`src/stnh_pkg.sv`:
```
// ----------------------------------------------------------------------------
// stnh_pkg
// Shared types, widths and the multiply-accumulate step table of the
// segment/triangle nearest-hit core.
// ----------------------------------------------------------------------------
package stnh_pkg;

  // Field widths
  localparam int COORD_BITS    = 32;
  localparam int FRACTION_BITS = 16;
  localparam int FRAC_W        = FRACTION_BITS + 1;
  localparam int CFG_W         = 32;
  localparam int CFG_IDX_W     = 1;

  // Datapath widths: differences, cross products, multiplier operands, sums
  localparam int VEC_W  = COORD_BITS + 1;
  localparam int LONG_W = 2 * VEC_W + 1;
  localparam int LO_W   = VEC_W + 1;
  localparam int MUL_W  = LO_W + 1;
  localparam int PROD_W = 2 * MUL_W;
  localparam int ACC_W  = VEC_W + LONG_W + 4;

  localparam int DIV_CNT_W = $clog2(FRAC_W);
  localparam int STEP_W    = 6;

  localparam logic [FRAC_W-1:0] FRAC_ONE      = {1'b1, {FRACTION_BITS{1'b0}}};
  localparam logic [CFG_W-1:0]  DET_EPS_RESET = 32'd28147498;
  localparam logic [CFG_W-1:0]  MIN_LEN_RESET = 32'd43;

  // Step table bounds
  localparam logic [STEP_W-1:0] STEP_TRI_FIRST = 6'd0;
  localparam logic [STEP_W-1:0] STEP_TRI_LAST  = 6'd35;
  localparam logic [STEP_W-1:0] STEP_SEG_FIRST = 6'd36;
  localparam logic [STEP_W-1:0] STEP_SEG_LAST  = 6'd38;

  typedef enum logic [CFG_IDX_W-1:0] {
    CFG_DET_EPS,
    CFG_MIN_LEN
  } cfg_reg_e;

  typedef logic signed [COORD_BITS-1:0] coord_t;

  typedef struct packed {
    logic   kind;
    coord_t p0_x;
    coord_t p0_y;
    coord_t p0_z;
    coord_t p1_x;
    coord_t p1_y;
    coord_t p1_z;
    coord_t p2_x;
    coord_t p2_y;
    coord_t p2_z;
    logic   last;
  } item_t;

  // Short operand vectors (A side)
  typedef enum logic [1:0] {SV_D, SV_E1, SV_E2, SV_S} svec_e;
  // Operand vectors for the B side, short or long
  typedef enum logic [2:0] {BV_D, BV_E1, BV_E2, BV_S, BV_P, BV_Q} bvec_e;
  // Where a finished sum goes
  typedef enum logic [2:0] {DST_NONE, DST_P, DST_Q, DST_DET, DST_U, DST_V, DST_T} dst_e;

  typedef struct packed {
    logic       valid;
    svec_e      a_vec;
    logic [1:0] a_idx;
    bvec_e      b_vec;
    logic [1:0] b_idx;
    logic       b_hi;
    logic       sub;
    logic       flip;
    logic       first;
    dst_e       dst;
    logic [1:0] dst_idx;
  } mac_op_t;

  typedef struct packed {
    logic    load;
    mac_op_t mac;
    logic    abs_det;
    logic    chk_sum;
    logic    chk_eval;
    logic    div_step;
    logic    update;
    logic    seg_check;
    logic    emit;
  } cmd_t;

  typedef struct packed {
    logic degenerate;
    logic out_free;
  } status_t;

  function automatic mac_op_t mk(svec_e av, logic [1:0] ai, bvec_e bv, logic [1:0] bi,
                                 logic bh, logic sb, logic fl, logic fs,
                                 dst_e ds, logic [1:0] di);
    mac_op_t r;
    r.valid   = 1'b1;
    r.a_vec   = av;
    r.a_idx   = ai;
    r.b_vec   = bv;
    r.b_idx   = bi;
    r.b_hi    = bh;
    r.sub     = sb;
    r.flip    = fl;
    r.first   = fs;
    r.dst     = ds;
    r.dst_idx = di;
    return r;
  endfunction

  // One multiply-accumulate term per step:
  //   p = d x e2, q = s x e1, det = e1.p, U = s.p, V = d.q, T = e2.q,
  //   then the squared segment length d.d.
  function automatic mac_op_t mac_op(logic [STEP_W-1:0] step);
    mac_op_t r;
    r = '0;
    unique case (step)
      6'd0:  r = mk(SV_D,  2'd1, BV_E2, 2'd2, 1'b0, 1'b0, 1'b0, 1'b1, DST_NONE, 2'd0);
      6'd1:  r = mk(SV_D,  2'd2, BV_E2, 2'd1, 1'b0, 1'b1, 1'b0, 1'b0, DST_P,    2'd0);
      6'd2:  r = mk(SV_D,  2'd2, BV_E2, 2'd0, 1'b0, 1'b0, 1'b0, 1'b1, DST_NONE, 2'd0);
      6'd3:  r = mk(SV_D,  2'd0, BV_E2, 2'd2, 1'b0, 1'b1, 1'b0, 1'b0, DST_P,    2'd1);
      6'd4:  r = mk(SV_D,  2'd0, BV_E2, 2'd1, 1'b0, 1'b0, 1'b0, 1'b1, DST_NONE, 2'd0);
      6'd5:  r = mk(SV_D,  2'd1, BV_E2, 2'd0, 1'b0, 1'b1, 1'b0, 1'b0, DST_P,    2'd2);
      6'd6:  r = mk(SV_S,  2'd1, BV_E1, 2'd2, 1'b0, 1'b0, 1'b0, 1'b1, DST_NONE, 2'd0);
      6'd7:  r = mk(SV_S,  2'd2, BV_E1, 2'd1, 1'b0, 1'b1, 1'b0, 1'b0, DST_Q,    2'd0);
      6'd8:  r = mk(SV_S,  2'd2, BV_E1, 2'd0, 1'b0, 1'b0, 1'b0, 1'b1, DST_NONE, 2'd0);
      6'd9:  r = mk(SV_S,  2'd0, BV_E1, 2'd2, 1'b0, 1'b1, 1'b0, 1'b0, DST_Q,    2'd1);
      6'd10: r = mk(SV_S,  2'd0, BV_E1, 2'd1, 1'b0, 1'b0, 1'b0, 1'b1, DST_NONE, 2'd0);
      6'd11: r = mk(SV_S,  2'd1, BV_E1, 2'd0, 1'b0, 1'b1, 1'b0, 1'b0, DST_Q,    2'd2);
      6'd12: r = mk(SV_E1, 2'd0, BV_P,  2'd0, 1'b0, 1'b0, 1'b0, 1'b1, DST_NONE, 2'd0);
      6'd13: r = mk(SV_E1, 2'd0, BV_P,  2'd0, 1'b1, 1'b0, 1'b0, 1'b0, DST_NONE, 2'd0);
      6'd14: r = mk(SV_E1, 2'd1, BV_P,  2'd1, 1'b0, 1'b0, 1'b0, 1'b0, DST_NONE, 2'd0);
      6'd15: r = mk(SV_E1, 2'd1, BV_P,  2'd1, 1'b1, 1'b0, 1'b0, 1'b0, DST_NONE, 2'd0);
      6'd16: r = mk(SV_E1, 2'd2, BV_P,  2'd2, 1'b0, 1'b0, 1'b0, 1'b0, DST_NONE, 2'd0);
      6'd17: r = mk(SV_E1, 2'd2, BV_P,  2'd2, 1'b1, 1'b0, 1'b0, 1'b0, DST_DET,  2'd0);
      6'd18: r = mk(SV_S,  2'd0, BV_P,  2'd0, 1'b0, 1'b0, 1'b1, 1'b1, DST_NONE, 2'd0);
      6'd19: r = mk(SV_S,  2'd0, BV_P,  2'd0, 1'b1, 1'b0, 1'b1, 1'b0, DST_NONE, 2'd0);
      6'd20: r = mk(SV_S,  2'd1, BV_P,  2'd1, 1'b0, 1'b0, 1'b1, 1'b0, DST_NONE, 2'd0);
      6'd21: r = mk(SV_S,  2'd1, BV_P,  2'd1, 1'b1, 1'b0, 1'b1, 1'b0, DST_NONE, 2'd0);
      6'd22: r = mk(SV_S,  2'd2, BV_P,  2'd2, 1'b0, 1'b0, 1'b1, 1'b0, DST_NONE, 2'd0);
      6'd23: r = mk(SV_S,  2'd2, BV_P,  2'd2, 1'b1, 1'b0, 1'b1, 1'b0, DST_U,    2'd0);
      6'd24: r = mk(SV_D,  2'd0, BV_Q,  2'd0, 1'b0, 1'b0, 1'b1, 1'b1, DST_NONE, 2'd0);
      6'd25: r = mk(SV_D,  2'd0, BV_Q,  2'd0, 1'b1, 1'b0, 1'b1, 1'b0, DST_NONE, 2'd0);
      6'd26: r = mk(SV_D,  2'd1, BV_Q,  2'd1, 1'b0, 1'b0, 1'b1, 1'b0, DST_NONE, 2'd0);
      6'd27: r = mk(SV_D,  2'd1, BV_Q,  2'd1, 1'b1, 1'b0, 1'b1, 1'b0, DST_NONE, 2'd0);
      6'd28: r = mk(SV_D,  2'd2, BV_Q,  2'd2, 1'b0, 1'b0, 1'b1, 1'b0, DST_NONE, 2'd0);
      6'd29: r = mk(SV_D,  2'd2, BV_Q,  2'd2, 1'b1, 1'b0, 1'b1, 1'b0, DST_V,    2'd0);
      6'd30: r = mk(SV_E2, 2'd0, BV_Q,  2'd0, 1'b0, 1'b0, 1'b1, 1'b1, DST_NONE, 2'd0);
      6'd31: r = mk(SV_E2, 2'd0, BV_Q,  2'd0, 1'b1, 1'b0, 1'b1, 1'b0, DST_NONE, 2'd0);
      6'd32: r = mk(SV_E2, 2'd1, BV_Q,  2'd1, 1'b0, 1'b0, 1'b1, 1'b0, DST_NONE, 2'd0);
      6'd33: r = mk(SV_E2, 2'd1, BV_Q,  2'd1, 1'b1, 1'b0, 1'b1, 1'b0, DST_NONE, 2'd0);
      6'd34: r = mk(SV_E2, 2'd2, BV_Q,  2'd2, 1'b0, 1'b0, 1'b1, 1'b0, DST_NONE, 2'd0);
      6'd35: r = mk(SV_E2, 2'd2, BV_Q,  2'd2, 1'b1, 1'b0, 1'b1, 1'b0, DST_T,    2'd0);
      6'd36: r = mk(SV_D,  2'd0, BV_D,  2'd0, 1'b0, 1'b0, 1'b0, 1'b1, DST_NONE, 2'd0);
      6'd37: r = mk(SV_D,  2'd1, BV_D,  2'd1, 1'b0, 1'b0, 1'b0, 1'b0, DST_NONE, 2'd0);
      6'd38: r = mk(SV_D,  2'd2, BV_D,  2'd2, 1'b0, 1'b0, 1'b0, 1'b0, DST_NONE, 2'd0);
      default: r = '0;
    endcase
    return r;
  endfunction

endpackage

```
`src/stnh_ctrl.sv`:
```
// ----------------------------------------------------------------------------
// stnh_ctrl
// Sequencer: walks the multiply-accumulate step table, then the checks,
// the bit-per-cycle division, the nearest update and the result hand-off.
// ----------------------------------------------------------------------------
module stnh_ctrl import stnh_pkg::*; (
  input  logic    clk_i,
  input  logic    rst_ni,
  input  logic    in_valid_i,
  input  logic    in_kind_i,
  input  logic    in_last_i,
  output logic    in_ready_o,
  input  status_t status_i,
  output cmd_t    cmd_o
);

  typedef enum logic [3:0] {
    S_IDLE, S_MAC, S_DRAIN, S_ABS, S_CHK1, S_CHK2, S_DIV, S_UPD, S_SEGCHK, S_EMIT
  } state_e;

  state_e                 state_q;
  logic [STEP_W-1:0]      step_q;
  logic [DIV_CNT_W-1:0]   div_cnt_q;
  logic                   last_q;
  logic                   is_seg_q;
  logic [STEP_W-1:0]      step_end;

  assign step_end   = is_seg_q ? STEP_SEG_LAST : STEP_TRI_LAST;
  assign in_ready_o = (state_q == S_IDLE);

  // Decode commands from the current state
  always_comb begin
    cmd_o = '0;
    unique case (state_q)
      S_IDLE:   cmd_o.load      = in_valid_i;
      S_MAC:    cmd_o.mac       = mac_op(step_q);
      S_DRAIN:  cmd_o           = '0;
      S_ABS:    cmd_o.abs_det   = 1'b1;
      S_CHK1:   cmd_o.chk_sum   = 1'b1;
      S_CHK2:   cmd_o.chk_eval  = 1'b1;
      S_DIV:    cmd_o.div_step  = 1'b1;
      S_UPD:    cmd_o.update    = 1'b1;
      S_SEGCHK: cmd_o.seg_check = 1'b1;
      S_EMIT:   cmd_o.emit      = status_i.out_free;
      default:  cmd_o           = '0;
    endcase
  end

  // Advance state
  always_ff @(posedge clk_i or negedge rst_ni) begin
    if (!rst_ni) begin
      state_q   <= S_IDLE;
      step_q    <= '0;
      div_cnt_q <= '0;
      last_q    <= 1'b0;
      is_seg_q  <= 1'b0;
    end else begin
      unique case (state_q)
        S_IDLE: begin
          if (in_valid_i) begin
            last_q   <= in_last_i;
            is_seg_q <= !in_kind_i;
            if (!in_kind_i) begin
              step_q  <= STEP_SEG_FIRST;
              state_q <= S_MAC;
            end else if (status_i.degenerate) begin
              state_q <= in_last_i ? S_EMIT : S_IDLE;
            end else begin
              step_q  <= STEP_TRI_FIRST;
              state_q <= S_MAC;
            end
          end
        end
        S_MAC: begin
          if (step_q == step_end) begin
            state_q <= S_DRAIN;
          end else begin
            step_q <= step_q + 1'b1;
          end
        end
        S_DRAIN:  state_q <= is_seg_q ? S_SEGCHK : S_ABS;
        S_ABS:    state_q <= S_CHK1;
        S_CHK1:   state_q <= S_CHK2;
        S_CHK2: begin
          div_cnt_q <= '0;
          state_q   <= S_DIV;
        end
        S_DIV: begin
          if (div_cnt_q == DIV_CNT_W'(FRACTION_BITS)) begin
            state_q <= S_UPD;
          end else begin
            div_cnt_q <= div_cnt_q + 1'b1;
          end
        end
        S_UPD:    state_q <= last_q ? S_EMIT : S_IDLE;
        S_SEGCHK: state_q <= last_q ? S_EMIT : S_IDLE;
        S_EMIT: begin
          if (status_i.out_free) begin
            state_q <= S_IDLE;
          end
        end
        default:  state_q <= S_IDLE;
      endcase
    end
  end

endmodule

```
`config.mk`:
```
export PLATFORM = sky130hd
export DESIGN_NAME = stnh_ctrl
export DESIGN_NICKNAME = d
export VERILOG_FILES = /design/src/stnh_pkg.sv /design/src/stnh_ctrl.sv
export SDC_FILE = /design/constraint.sdc
export NUM_CORES = 1
export LEC_CHECK = 0
export BUFFER_PORTS_ARGS = -buffer_cell sky130_fd_sc_hd__buf_2
export CAP_MARGIN = 5
export CORE_ASPECT_RATIO = 0.8
export CORE_MARGIN = 3
export CORE_UTILIZATION = 53
export CTS_BUF_LIST = sky130_fd_sc_hd__clkbuf_4 sky130_fd_sc_hd__clkbuf_8 sky130_fd_sc_hd__clkbuf_16
export CTS_CLUSTER_DIAMETER = 80
export DETAILED_ROUTE_END_ITERATION = 8
export PLACE_DENSITY = 0.83
export SETUP_SLACK_MARGIN = 0.02
export SLEW_MARGIN = 40
export SYNTH_ARGS = -nofsm -noshare
export SYNTH_HDL_FRONTEND = slang
export SYNTH_SLANG_ARGS = --single-unit
export TNS_END_PERCENT = 20
```
`constraint.sdc`:
```
create_clock -name clk_i -period 2.5 [get_ports clk_i]
set_input_delay 0.5 -clock clk_i [delete_from_list [all_inputs] [get_ports clk_i]]
set_output_delay 0.5 -clock clk_i [all_outputs]
set_load 0.005 [all_outputs]
```
Yosys cells after proc, flatten, opt, wreduce, memory -nomap -nowiden
Memories as Yosys holds them, arrays and structs flattened.
Cells that the tools add are included.
W data, S select, Z words.
Operators by class
  add/sub/neg operators: 2
  equal/unequal tests: 18
  multiplexer cells: 27
  reduce and logical (&&, ||, !) cells: 9
Operator list (number)
  $mux W4: 9
  $pmux W4 S9: 1
  $mux W6: 4
  $mux W19: 1
  $eq A4 B3 Y1 const B: 4
  $ne A2 B2 Y1 const B: 6
  $pmux W6 S2: 1
  $pmux W5 S2: 1
  $eq A4 B2 Y1 const B: 2
  $eq A4 B4 Y1 const B: 2
  $mux W1: 8
  $reduce_and A4 Y1: 2
  $add A6 B1 Y6 const B: 1
  $eq A6 B6 Y1: 1
  $add A5 B1 Y5 const B: 1
  $eq A5 B5 Y1 const B: 1
  $mux W5: 1
  $eq A4 B1 Y1 const B: 1
  $logic_not A4 Y1: 1
  $reduce_and A2 Y1: 2
  $reduce_bool A2 Y1: 2
  $mux W3: 1
  $ne A3 B3 Y1 const B: 1
  $reduce_or A2 Y1: 1
  $logic_not A1 Y1: 1
Word-level totals
  flip-flop bits (word level): 17
  memory bits (read-only): 1216
  bits of input ports: 7
  output and inout bits: 28
  memories: 1
Memory list
  (name not given): depth 64, bits a word 19, rd ports 1, clocked after Yosys merged registers in 0, wr ports 0, line stnh_pkg.sv:119  | unique case (step)

Longest topological paths before layout
Gate-level depths: netlist of run 1.
  word-level depth: 5
  gate-level depth with buffers: 7

Least setup slack after synthesis of run 1
No wires, ideal clock.
  path type: register to output
  start: register step_q[1]
  end: output cmd_o[21] (netlist bit)
  arrival: 1599 ps
  path slack: 401 ps
  cell stages (with the launch flop): 5
  path through: dfrtp_1 > inv_1 > ha_1 > mux4_2 > o31a_1
RTL lines
  start: declaration: line stnh_ctrl.sv:22  | logic [STEP_W-1:0] step_q;
  start signal: assignment: line stnh_ctrl.sv:78  | step_q <= step_q + 1'b1;
  end: declaration: line stnh_ctrl.sv:14  | output cmd_t cmd_o

==> flow_summary_export.csv, run 1 <==
group,metric,value,unit
sta,relSlewSlack,69.4,%
route,drc,0,
finish,finalNetCount,288,
synth,ys_ff_latch,17,
power,ir_worst_vdd,0.802,mV
floorplan,die_area,0.00409,mm²
synth,ys_async_sr_fraction,100,%
cts,cts.path.max_buffers,2,
flow_run,maxCapViolCount,0,
route,via_count,1757,
sta,skew,0.00467,ns
sta,min_period,2.42,ns
power,switching_share,50.2,%
synth,yosysUniqueCellTypes,54,
global_route,grt_usage,20.6,%
worst_setup_path,crit_arrival,1.92,ns
finish,mostFrequentLayoutCell,"buf_2",
cts,cts_made_buffers,3,
route,drtPass1Iterations,4,
placed_design,dp_hpwl,3230,µm
synth,syn_inst,232,
global_route,gr-total-overflow,0,
route,ant_nets,0,
sta,worstMarginPinSlew,0.456,ns
global_route,antenna_found_initial,0,
power,finalPower,2.67,mW
finish,mostFrequentLayoutCells,"buf_2, nor2_1, nand2_1, a21oi_1, nor3_1",
outcome,status,"completed",
floorplan,num_rows,18,
synth,syn_area,0.00178,mm²
power,pwr-share-clk,7.6,%
sta,hold_viol_final,0,
cts,clkSinkCount,17,
worst_setup_path,cp_max_fo,8,
synth,synth_flop_cell,"dfrtp_1",
cts,htree_num_levels,1,
sta,holdWs,0.156,ns
sta,drv_slew,0,
power,power_frac_seq,21.1,%
sta,grt_setup_unrepaired,"true",
power,comb_power_share,71.3,%
global_route,grt_pass1_wl,6980,µm
synth,syn-num-nets,253,
hold_path,hold_path.class,"in2async",
worst_setup_path,worstSetupStartpointType,"register",
synth,synth_warnings,0,
synth,synth_edf_count,0,
power,p_per_area,1280,mW/mm²
cts,cts_tree,"yes",
sta,fin_crit_sh,96.8,%
finish,finalCoreUtilization,66.2,%
finish,multi_input_area,0.00126,mm²
worst_setup_path,end_kind,"output port",
synth,seq_area_frac_synth,23.9,%
floorplan,initial_core_util,56.4,%
power,power.switching,1.34,mW
power,power_leakage,0.974,nW
finish,regArea,428,µm²
cts,hold_buffers,0,
finish,area_delta_synth_final,17.4,%
route,drtIter0Drc,195,
floorplan,io_pins,35,
placed_design,place_congestion,0.869,
global_route,grt_pass1_vias,1503,
power,p_int,1.33,mW
placed_design,portBuffers,34,
sta,fmax,413,MHz
sta,setup_viol_count_final,0,
worst_setup_path,crit_required,2.00,ns
finish,n_antenna_cell,0,
finish,fillers,268,
worst_setup_path,critPathKind,"reg2out",
cts,path_clk_slew,0.07,ns
route,via_per_inst,5.74,
floorplan,coreArea,0.00315,mm²
synth,syn_avg_cell_area,7.67,µm²
route,routed_wl,4240,µm
cts,clock-root-buffer,"clkbuf_8",
sta,tns,0,ns
floorplan,die_x,70.8,µm
route,wire_per_inst,13.9,µm
cts,insertion_delay,0.25,ns
global_route,grt_max_degree,25,
floorplan,die_h,57.8,µm
finish,drive_gt1_share,24.8,%
[per-stage QoR]
step | instances | worst slack [ns] | area (µm²)
global placement | 300 | 0.250 | 2010
floorplan | 232 | 0.401 | 1780
CTS | 306 | 0.0224 | 2080
finish | 306 | 0.0799 | 2090
detailed placement | 300 | 0.180 | 2010
global route | 306 | -0.0184 | 2090
[per-layer routing]
layer | share of wire (%) | global-route usage, %
met1 | 51 | 32.6
met2 | 44 | 29.5
met3 | 4.9 | 3.99
met4 | 0.16 | 3.49
met5 | 0 | 0
[power groups by stage]
stage / Sequential, mW / Combinational [mW] / Clock (mW)
6_report: 0.563 / 1.91 / 0.202
5_1_grt: 0.581 / 2.12 / 0.225
4_1_cts: 0.554 / 1.88 / 0.204
3_5_place_dp: 0.566 / 1.83 / 0
3_3_place_gp: 0.564 / 1.79 / 0
2_1_floorplan: 0.484 / 1.39 / 0
[synthesized netlist by cell type (all sizes together) (2+ instances only)]
| cell | number | area [µm²] |
|---|---|---|
| o21bai | 2 | 15.0 |
| clkbuf | 10 | 37.5 |
| nand2 | 19 | 71.3 |
| nor3b | 2 | 15.0 |
| or2 | 3 | 18.8 |
| inv | 11 | 41.3 |
| a21oi | 19 | 95.1 |
| nor2b | 8 | 50.1 |
| a211oi | 4 | 30.0 |
| xnor2 | 2 | 17.5 |
| buf | 6 | 26.3 |
| o31a | 6 | 52.6 |
| mux2i | 3 | 30.0 |
| nand2b | 4 | 25.0 |
| o21ai | 6 | 30.0 |
| a2111oi | 2 | 36.3 |
| dfrtp | 17 | 425 |
| nand3 | 4 | 20.0 |
| a31oi | 2 | 12.5 |
| o22a | 2 | 17.5 |
| mux2 | 3 | 33.8 |
| o22ai | 4 | 25.0 |
| nor2 | 32 | 130 |
| o32a | 2 | 20.0 |
| xor2 | 4 | 35.0 |
| a22oi | 2 | 15.0 |
| ha | 14 | 175 |
| o31ai | 2 | 15.0 |
| nor3 | 16 | 80.1 |
| nand4 | 3 | 18.8 |
| nor4 | 3 | 25.0 |
[state kept, by name (all words and copies together) (netlist names)]
signal	count
step_q	6
state_q	4
is_seg_q	1
last_q	1
div_cnt_q	5
[final timing paths]
kind	startpoint	endpoint	slack, ns	cells after the start
max	step_q[1]$_DFFE_PN0P_	cmd_o[21]	0.08	5
min	rst_ni	step_q[3]$_DFFE_PN0P_	0.16	1
max reg2reg	step_q[0]$_DFFE_PN0P_	step_q[1]$_DFFE_PN0P_	0.40	6
min reg2reg	div_cnt_q[4]$_DFFE_PN0P_	div_cnt_q[4]$_DFFE_PN0P_	0.55	2
max in group asynchronous	rst_ni	step_q[0]$_DFFE_PN0P_	2.06	1
min in group clk_i	in_last_i	last_q$_DFFE_PN0P_	0.52	3
[kinds of logic after synthesis]
family | Yosys count | synth area share (%)
compound gates | 59 | 23.3
xor+xnor | 6 | 2.95
fa+ha+maj | 14 | 9.85
buf+inv | 27 | 5.91
flops | 17 | 23.9
mux | 7 | 4.85
simple gates | 102 | 29.2
[worst max-delay path, cell delays in order, from the launching register on]
cell and delay (ns):
dfrtp_1 0.38, buf_4 0.17, ha_1 0.28, mux4_2 0.49, o31a_1 0.24, buf_2 0.12
[layout make-up]
class	instances	area share [%]
Clock buffer	3	1.98
Clock inverter	1	0.240
Inverter	11	1.98
Multi-Input combinational cell	188	60.5
Sequential cell	17	20.5
Tap cell	40	2.40
Timing Repair Buffer	46	12.5
[repair_timing]
item,CTS,global route
gates cloned,0,0
pin swaps,0,0
gates resized for setup,3,6
endpoints found under the setup margin,6,8
buffers inserted,2,0
Note: power is estimated with default switching activity, not from simulation.
==> run 2, diff against run 1 <==
Settings changed: CELL_PAD_IN_SITES_DETAIL_PLACEMENT set to 1, CELL_PAD_IN_SITES_GLOBAL_PLACEMENT set to 1, CORE_UTILIZATION 53 to 40, PLACE_DENSITY 0.83 to 0.86.
==> run 2 against run 1 <==
  * Non-clock buffer count is 9 higher
  * Critical endpoint is now cmd_o[17]
  * Design area grew 7.5%
  * Critical path depth increased by 2
==> flow_summary_export.csv, run 2 (same netlist as run 1, synthesis figures left out) <==
group,metric,value,unit
outcome,status,"completed",
cts,insertion_delay,0.25,ns
worst_setup_path,crit_arrival,1.97,ns
sta,skew,0.00158,ns
finish,mostFrequentLayoutCell,"buf_2",
floorplan,num_rows,21,
global_route,antenna_found_initial,0,
sta,worst_slack,0.0269,ns
route,drc,0,
cts,cts_made_buffers,3,
finish,finalCoreUtilization,53.1,%
placed_design,dp_hpwl,4260,µm
route,drtIter0Drc,152,
global_route,grt_max_degree,19,
sta,relSlewSlack,70.4,%
worst_setup_path,r2r-start,"step_q[0]$_DFFE_PN0P_",
finish,mostFrequentLayoutCells,"buf_2, nor2_1, nand2_1",
placed_design,place_congestion,0.908,
finish,regMostFlops,"step_q",
route,via_count,1977,
finish,n_antenna_cell,0,
finish,area_delta_synth_final,26.2,%
floorplan,die_area,0.00529,mm²
route,drtPass1Iterations,4,
sta,drv_slew,0,
floorplan,die_h,65.7,µm
worst_setup_path,worstSetupStartpointType,"register",
route,routed_wl,6590,µm
route,via_per_inst,5.95,
cts,cts.path.max_buffers,2,
flow_run,maxCapViolCount,0,
worst_setup_path,crit_required,2.00,ns
global_route,grt_usage,23.3,%
placed_design,portBuffers,34,
hold_path,hold_path.class,"in2async",
floorplan,io_pins,35,
global_route,grt_pass1_vias,1899,
power,ir_worst_vdd,0.682,mV
global_route,gr-total-overflow,0,
cts,clkSinkCount,17,
sta,fin_crit_sh,98.9,%
worst_setup_path,cp-startpoint,"step_q[2]$_DFFE_PN0P_",
floorplan,coreArea,0.00423,mm²
cts,clock-root-buffer,"clkbuf_8",
placed_design,dp_slack,0.182,ns
worst_setup_path,cp_max_fo,8,
sta,hold_viol_final,0,
sta,grt_setup_unrepaired,"true",
cts,htree_num_levels,1,
sta,setup_viol_count_final,0,
finish,finalNetCount,297,
finish,largest_register_ffs,6,
sta,fmax,404,MHz
finish,drive_gt1_share,30.2,%
worst_setup_path,critPathKind,"reg2out",
worst_setup_path,end_kind,"output port",
route,ant_nets,0,
sta,worstMarginPinSlew,0.445,ns
global_route,grt_pass1_wl,9570,µm
floorplan,die_x,80.6,µm
power,p_per_area,1400,mW/mm²
finish,top_regs,"step_q: 6 flops, div_cnt_q: 5 flops, state_q: 4 flops",
cts,cts_tree,"yes",
floorplan,initial_core_util,42.1,%
power,power_leakage,1.02,nW
route,wire_per_inst,19.8,µm
cts,path_clk_slew,0.07,ns
sta,min_period,2.47,ns
==> run 2: changes by cell type in the layout (fill, tap and decap cells not counted), moves of 2 or more <==
cell / before / now
buf_6: 0 / 3
buf_4: 12 / 18
nor2_1: 30 / 28
ha_1: 12 / 9
ha_4: 0 / 3
nor2_2: 1 / 3
==> run 2: area by class of cell <==
class | instances | area, µm²
multi-input cells | 188 | 1320
fillers | 532 | 1980
well taps | 57 | 71.3
inverters | 11 | 43.8
clock inverters | 1 | 5.00
repair buffers | 55 | 339
flip-flops and latches | 17 | 429
clock buffers | 3 | 41.3
==> run 2: power by group <==
| part | total [mW] | switching, mW | internal [mW] |
|---|---|---|---|
| clock | 0.212 | 0.101 | 0.111 |
| sequential | 0.584 | 0.203 | 0.381 |
| combinational | 2.35 | 1.35 | 1.00 |
| total | 3.15 | 1.66 | 1.49 |
==> run 2: layer usage <==
metal  GRT usage [%]  vias to the layer above  wire [µm]
li1                -                      913          -
met3            3.42                       10        458
met5               0                        -          0
met2            38.2                       71       3200
met4            6.33                        0         86
met1            31.9                      983       2840
==> run 2: path summary, 6_finish.rpt <==
| kind | end | slack, ns | cells after the start |
|---|---|---|---|
| worst max-delay path | cmd_o[17] | 0.03 | 7 |
| worst min-delay path | last_q$_DFFE_PN0P_ | 0.17 | 1 |
| worst max register to register | step_q[1]$_DFFE_PN0P_ | 0.23 | 6 |
| worst min register to register | div_cnt_q[4]$_DFFE_PN0P_ | 0.57 | 2 |
| max in group asynchronous | step_q[3]$_DFFE_PN0P_ | 2.02 | 1 |
| min in group clk_i | last_q$_DFFE_PN0P_ | 0.49 | 3 |
==> run 2: metrics by stage <==
| stage | cell area, µm² | total power [mW] | std cells | TNS (ns) | hold WS, ns |
|---|---|---|---|---|---|
| 2_1_floorplan | 1780 | 1.87 | 232 | 0 | 0.204 |
| 3_3_place_gp | 2080 | 2.49 | 323 | 0 | 0.441 |
| 5_1_grt | 2250 | 3.38 | 332 | -0.184 | 0.191 |
| 4_1_cts | 2150 | 2.84 | 327 | 0 | 0.173 |
| 3_5_place_dp | 2080 | 2.57 | 323 | 0 | 0.448 |
| 6_report | 2250 | 3.15 | 332 | 0 | 0.166 |
==> run 2: repair_timing <==
item | CTS | global route
setup buffers | 0 | 5
hold buffers | 0 | 0
resized for setup | 8 | 16
setup endpoints to repair | 7 | 11
==> run 2: worst max-delay path, stage by stage (launching register included) <==
cell	delay, ns
dfrtp_2	0.48
inv_1	0.23
ha_1	0.28
nor2_1	0.12
a21oi_1	0.07
o22a_1	0.20
nor3_1	0.18
buf_2	0.15
